<file path="config.mk">
export PLATFORM = sky130hd
export DESIGN_NAME = tlra_ram
export DESIGN_NICKNAME = d
export VERILOG_FILES = /design/src/hdl/tlra_ram.sv
export SDC_FILE = /design/constraint.sdc
export NUM_CORES = 1
export LEC_CHECK = 0
export ABC_AREA = 1
export BUFFER_PORTS_ARGS = -buffer_cell sky130_fd_sc_hd__buf_2
export CAP_MARGIN = 20
export CORE_MARGIN = 5
export CORE_UTILIZATION = 45
export DETAILED_ROUTE_END_ITERATION = 12
export GPL_TIMING_DRIVEN = 0
export HOLD_SLACK_MARGIN = 0.02
export SYNTH_ARGS = -nofsm -noshare
export SYNTH_HDL_FRONTEND = slang
export SYNTH_SLANG_ARGS = --single-unit
</file>
<file path="constraint.sdc">
create_clock -name clock -period 0.95 [get_ports clock]
set_input_delay 0.0475 -clock clock [delete_from_list [all_inputs] [get_ports clock]]
set_output_delay 0.0475 -clock clock [all_outputs]
set_load 0.03 [all_outputs]
</file>
<file path="src/hdl/tlra_ram.sv">
// ----------------------------------------------------------------------------
// tlra_ram: generic simple dual-port RAM
// One write and one read port, read data registered.
// ----------------------------------------------------------------------------
module tlra_ram #(
   parameter int WIDTH = 8,
   parameter int DEPTH = 16
) (
   input  logic                     clock,
   input  logic                     wr_en,
   input  logic [$clog2(DEPTH)-1:0] wr_addr,
   input  logic [WIDTH-1:0]         wr_data,
   input  logic [$clog2(DEPTH)-1:0] rd_addr,
   output logic [WIDTH-1:0]         rd_data
);

   logic [WIDTH-1:0] mem [DEPTH];
   logic [WIDTH-1:0] rd_data_ff;

   // Write port and registered read.
   always_ff @(posedge clock) begin
      if (wr_en) begin
         mem[wr_addr] <= wr_data;
      end
      rd_data_ff <= mem[rd_addr];
   end

   assign rd_data = rd_data_ff;

endmodule

</file>
==> metrics.md, run 1 <==
| Metric | Value |
|---|---|
| Initial antenna violation count | `0` |
| CTS Buffer Depth | `2` |
| PD cells | `about 2000 nW/um^2` |
| Max-slew headroom | `a little under half` |
| Final period util | `117.3%` |
| Int Pwr | `10.83 mW` |
| Clock Latency Late Sink | `0.42 ns` |
| Required @ worst endpoint | `approximately 1 ns` |
| DRC Markers | `0` |
| Worst Skew | `around 0.0033 ns` |
| Layout Cells excl Fill | `777` |
| Syn Area/Cell | `approximately 10 um^2` |
| Final core utilization | `55.99%` |
| Clock power frac | `43.6%` |
| CTS sink cnt | `about 140` |
| Vias in the first global route | `3,614` |
| Post-DP Area | `around 6000 um^2` |
| Worst hold slack | `0.05189 ns` |
| Final instance area | `7037 um^2` |
| Layout cells sized above 1 | `26.78%` |
| Antenna Diode Count | `0` |
| Min Tclk post-route | `1.114 ns` |
| H-tree lvl count | `4` |
| Leakage | `around 3 nW` |
| Register area | `4004 um^2` |
| Max rail drop VDD | `0.001078 V` |
| GP Congestion | `0.8717` |
| Final antenna-violating net count | `0` |
| Core Region | `around 13,000 um^2` |
| Switch Pwr | `about 3.1 mW` |
| Pins Over Slew Limit | `0` |
| Die Ht | `approximately 120 um` |
| Vias | `3,804` |
| WL/cell | `17.58 um` |
| DP HPWL | `8.798 mm` |
| Net Sw Frac | `22.31%` |
| Total power | `13.94 mW` |
| CP arrival | `1.16 ns` |
| DR vias/cell | `4.896` |
| Clock root cell | `clkbuf_16` |
| Post-Place Cells | `745` |
| Netlist Area Pre-Place | `5767 um^2` |
| Hold buffers post-CTS | `0` |
| Post-synthesis sequential area ratio | `69.43%` |
| Failing checks | `negative setup slack` |
| Synth Instances | `551` |
| WL final | `13.66 mm` |
| Global-route wire length before repair | `20.62 mm` |
| Sequential power share | `48.4%` |
| Distinct cells, synth | `12` |
| Largest net degree at the start of global routing | `17` |
| Total Die Area | `15,180 um^2` |
| Gr ovfl total | `0` |
| Post-CTS Setup Bufs | `0` |
| Highest clock rate | `0.8973 GHz` |
| RSZ-0062 raised after global routing | `yes` |
| Clock Pin Slew Worst Setup and Hold Paths | `about 0.050 ns` |
| Worst setup path category | `primary input to flop` |
| # IOs | `26` |
| Synth Net Count | `569` |
| Comb pwr share | `8.0%` |
| Setup Viol. Count Final | `18` |
| Worst slew pin tran | `approximately 0.82 ns` |
| CP max FO | `8` |
| Min-Delay Path Class | `primary input to flop` |
| DR iter-0 viols | `just over 300` |
| Gr usage total | `between 10% and 20%` |
| Final hold violations | `0` |
| Multi-input logic area | `about 1600 um^2` |
| Worst setup EP type | `flop` |
| Setup ws final | `-0.1644 ns` |
| CTS buffer count | `17` |
| CTS tree | `built` |
| Startpoint types | `primary input` |
| Die X | `123.2 um` |
| Max-cap violations | `0` |
| Layout Area Growth over Synthesis | `22.02%` |
| Drt first pass iters | `5` |
| Status | `finished with violations` |
| IO buf count | `22` |
| Seq cells post-synth | `136` |
| Fillers | `1,061` |
| Ys Warns | `0` |
| Initial Util | `45.88%` |
| Cell Rows | `41` |
| Nets | `between 600 and 700` |
## through the flow
step	setup WS [ns]	TNS, ns
floorplan	-0.04834	-3.998
global placement	-0.6460	-57.46
detailed placement	-0.6303	-59.02
CTS	-0.1501	-2.344
global route	-0.1800	-3.208
finish	-0.1644	-2.447
## flip-flops by register name (all words and copies together) (netlist names)
| name | count |
|---|---|
| mem | 128 |
| rd_data | 8 |
## cell usage in the layout (no fill, tap or decap)
master and instances:
nor2_1 3, nor2_2 14, nand3b_1 2, inv_2 4
bufinv_16 2, nand3_1 42, nand3_2 53, buf_6 8
buf_2 27, clkbuf_16 17, clkinv_1 5, nand3_4 2
clkbuf_1 2, inv_1 98, buf_4 10, dfxtp_1 8
nand2_1 154, buf_1 1, edfxtp_1 128, clkinv_2 5
nand2_2 19, clkinvlp_4 1
## final timing paths
path | start | to | slack (ns) | depth (start not counted)
max reg2reg | mem[4][0] | rd_data[0] | 0 | 6
min | wr_data[5] | mem[2][5] | 0.05 | 1
max | wr_addr[3] | mem[5][1] | -0.16 | 3
min reg2reg | mem[6][5] | rd_data[5] | 0.70 | 6
## metal layers
layer	GRT usage, %	vias to the layer above	wire [um]
met1	26.92	1808	6266
met3	3.980	14	813
met5	0	-	0
met2	29.19	125	6406
met4	7.336	0	170
li1	-	1857	-
## cell families (layout without fill, tap and decap cells)
kind of cell           count (synthesis)  in the layout  synth area share, %
AND/OR/NAND/NOR                      289            289                21.05
buffers and inverters                126            180                9.525
flip-flops                           136            136                69.43
## power groups by stage
stage               logic (mW)  registers [mW]  clock network (mW)
floorplan                0.475            6.94                   0
global placement         0.924            6.86                   0
detailed placement       0.930            6.87                   0
CTS                      0.993            6.74                6.13
global route              1.20            6.76                6.39
finish                    1.11            6.75                6.08
## synthesized netlist by cell type
master,instances,area share (%)
buf_2,13,1.1
nand3_1,97,8.4
buf_1,1,0.065
buf_6,6,1.2
dfxtp_1,8,2.8
nand2_1,173,11
edfxtp_1,128,67
buf_4,4,0.52
inv_2,2,0.13
inv_1,100,6.5
nand3b_1,2,0.26
nor2_1,17,1.1
## worst max-delay path, cell delays in order
cell,delay [ns]
buf_2,0.12
nand3b_1,0.29
nor2_1,0.70
## final cells by class
class	count	area share, %
multi-input combinational	289	22.55
clock inverter	13	1.583
sequential	136	56.90
inverter	102	5.441
clock buffer	19	6.152
buffer	24	2.365
tap	172	3.058
timing repair buffer	22	1.956
## timing repair
| item | 4_1_cts | 5_1_grt |
|---|---|---|
| pin swaps | 4 | 33 |
| setup endpoints to repair | 95 | 50 |
| resized for setup | 34 | 66 |
Note: power is estimated with default switching activity, not from simulation.
==> inputs of run 2 (changes only) <==
--- a/config.mk
+++ b/config.mk
@@ -10,6 +10,7 @@
 export CAP_MARGIN = 20
 export CORE_MARGIN = 5
 export CORE_UTILIZATION = 45
+export CTS_BUF_LIST = sky130_fd_sc_hd__clkbuf_4
 export DETAILED_ROUTE_END_ITERATION = 12
 export GPL_TIMING_DRIVEN = 0
 export HOLD_SLACK_MARGIN = 0.02
==> run 2 against run 1 <==
Clock power is 42% lower. Sequential share of layout area is 1.7 points higher. Sequential power hardly changed. Worst setup slack better by 0.065 ns. Critical path depth is 2 lower. Highest routed layer unchanged. Count of clock-buffer cells in the layout stayed put. Cell count is 2.1% higher. Utilization is 1.5 points lower. The run still ends with negative setup slack left. Global-route usage is 0.34 points higher. Largest cell class unchanged. Total power is 18% lower. First-iteration DRC count is 5.8% higher.
==> metrics.md, run 2 (synthesis results as in run 1) <==
| Metric | Value |
|---|---|
| Largest Register | `mem` |
| WL/cell | `17.09 um` |
| Max-slew headroom | `41.39%` |
| Worst setup EP type | `output port` |
| Final antenna-violating net count | `0` |
| Worst hold slack | `0.07462 ns` |
| CP max FO | `1` |
| Worst slew pin tran | `0.8760 ns` |
| Worst Skew | `0.01027 ns` |
| Commonest cells after routing, fill and taps aside | `160 x nand2_1, 128 x edfxtp_1, 98 x inv_1` |
| DR vias/cell | `4.870` |
| R2R cell count | `6` |
| Failing checks | `negative setup slack` |
| CTS tree | `built` |
| Clock Pin Slew Worst Setup and Hold Paths | `about 0.11 ns` |
| Die Ht | `123.2 um` |
| Post-Place Cells | `745` |
| CP startpoint | `rd_data[5]` |
| Min Tclk post-route | `1.049 ns` |
| Reg-to-Reg End | `rd_data[3]` |
| Final instance area | `6854 um^2` |
| Vias in the first global route | `3,722` |
| Initial antenna violation count | `1` |
| GP Congestion | `0.8717` |
| Crit path max-delay family | `flip-flops` |
| Worst setup path category | `flop to output port` |
| Highest clock rate | `0.9534 GHz` |
| # IOs | `26` |
| Clock Latency Late Sink | `roughly 0.54 ns` |
| Total power | `between 10 and 15 mW` |
| CTS buffer count | `17` |
| Max reg flops | `128` |
| Clock root cell | `clkbuf_4` |
| WL final | `~14 mm` |
| Initial Util | `between 40% and 50%` |
| Leakage | `2.934 nW` |
| Cell Rows | `41` |
| Critical Path Max Stage Delay | `0.33 ns` |
| Gr usage total | `19.42%` |
| CTS sink cnt | `136` |
| CP arrival | `1.00 ns` |
| Drt first pass iters | `4` |
| Max-cap violations | `0` |
| Layout Area Growth over Synthesis | `18.85%` |
| Fillers | `1,100` |
| Register area | `4014 um^2` |
| Min-Delay Path Class | `primary input to flop` |
| Die X | `between 100 and 150 um` |
| CTS Buffer Depth | `2` |
| Status | `finished with violations` |
| Min-Delay Endpoint | `rd_data[7]` |
| DRC Markers | `0` |
| H-tree lvl count | `4` |
| RSZ-0062 raised after global routing | `yes` |
| DR iter-0 viols | `approximately 330` |
| Setup Viol. Count Final | `12` |
| Layout Cells excl Fill | `793` |
| Pins Over Slew Limit | `0` |
| PD cells | `1661 nW/um^2` |
| Largest net degree at the start of global routing | `17` |
| Slowest CP cell | `dfxtp_2` |
| Vias | `approximately 3,900` |
| Max rail drop VDD | `0.0008597 V` |
| Nets | `624` |
| CP cell instances | `buf_6` |
| Global-route wire length before repair | `20.87 mm` |
| Final period util | `110.4%` |
| Final hold violations | `0` |
| DP HPWL | `around 9 mm` |
| IO buf count | `22` |
| Post-DP Area | `6097 um^2` |
| Core Region | `12,570 um^2` |
| Commonest non-fill, non-tap cell in the layout | `nand2_1` |
| R2R Path Start | `mem[3][3]` |
| Setup ws final | `-0.09890 ns` |
| Layout cells sized above 1 | `24.72%` |
| Startpoint types | `flop` |
| CP bufs+invs | `1` |
| Required @ worst endpoint | `0.90 ns` |
| Hold_sp | `rd_addr[1]` |
| Multi-input logic area | `~1500 um^2` |
| Cells on Worst Hold Path | `6` |
| Gr ovfl total | `0` |
| Total Die Area | `15,180 um^2` |
| Final core utilization | `between 50% and 60%` |
| R2R setup slack | `-0.01 ns` |
[run 2: how the worst max path moves through the flow]
stage                      end  slack (ns)  cells after the start
global placement     mem[7][1]       -0.65                      3
finish              rd_data[5]        -0.1                      1
global route        rd_data[5]       -0.17                      1
detailed placement   mem[7][1]       -0.63                      3
floorplan           mem[10][0]       -0.05                      2
CTS                 rd_data[5]       -0.15                      1
[run 2: routing by layer]
layer / track usage, % / up-vias / share of wire [%]
li1: - / 1894 / -
met1: 26.95 / 1787 / 45
met2: 29.49 / 156 / 45
met3: 4.392 / 25 / 7.1
met4: 8.374 / 0 / 2.6
met5: 0 / - / 0
[run 2: through the flow]
step                setup WS, ns  TNS [ns]
floorplan               -0.04834    -3.998
global placement         -0.6460    -57.46
detailed placement       -0.6303    -59.02
CTS                      -0.1524    -1.817
global route             -0.1747    -1.777
finish                  -0.09890   -0.7654
[run 2: report_power, final]
part           switching, mW  internal, mW  leakage (nW)  total, mW
logic                  0.758         0.385          1.57       1.14
clock network           1.95          1.55         0.143       3.50
registers             0.0396          6.70          1.22       6.74
[run 2: area by class of cell]
class / count / area share, %
buffer: 24 / 2.464
antenna: 2 / 0.07302
clock buffer: 19 / 2.081
tap: 172 / 3.140
clock inverter: 13 / 1.625
multi-input combinational: 289 / 22.09
sequential: 136 / 58.56
timing repair buffer: 36 / 4.381
inverter: 102 / 5.586
[run 2: timing repair]
item	CTS	global route
buffers inserted	0	0
resized for setup	46	49
pin swaps	7	26
endpoints found under the setup margin	23	27
hold buffers	14	1
hold endpoints to repair	136	2
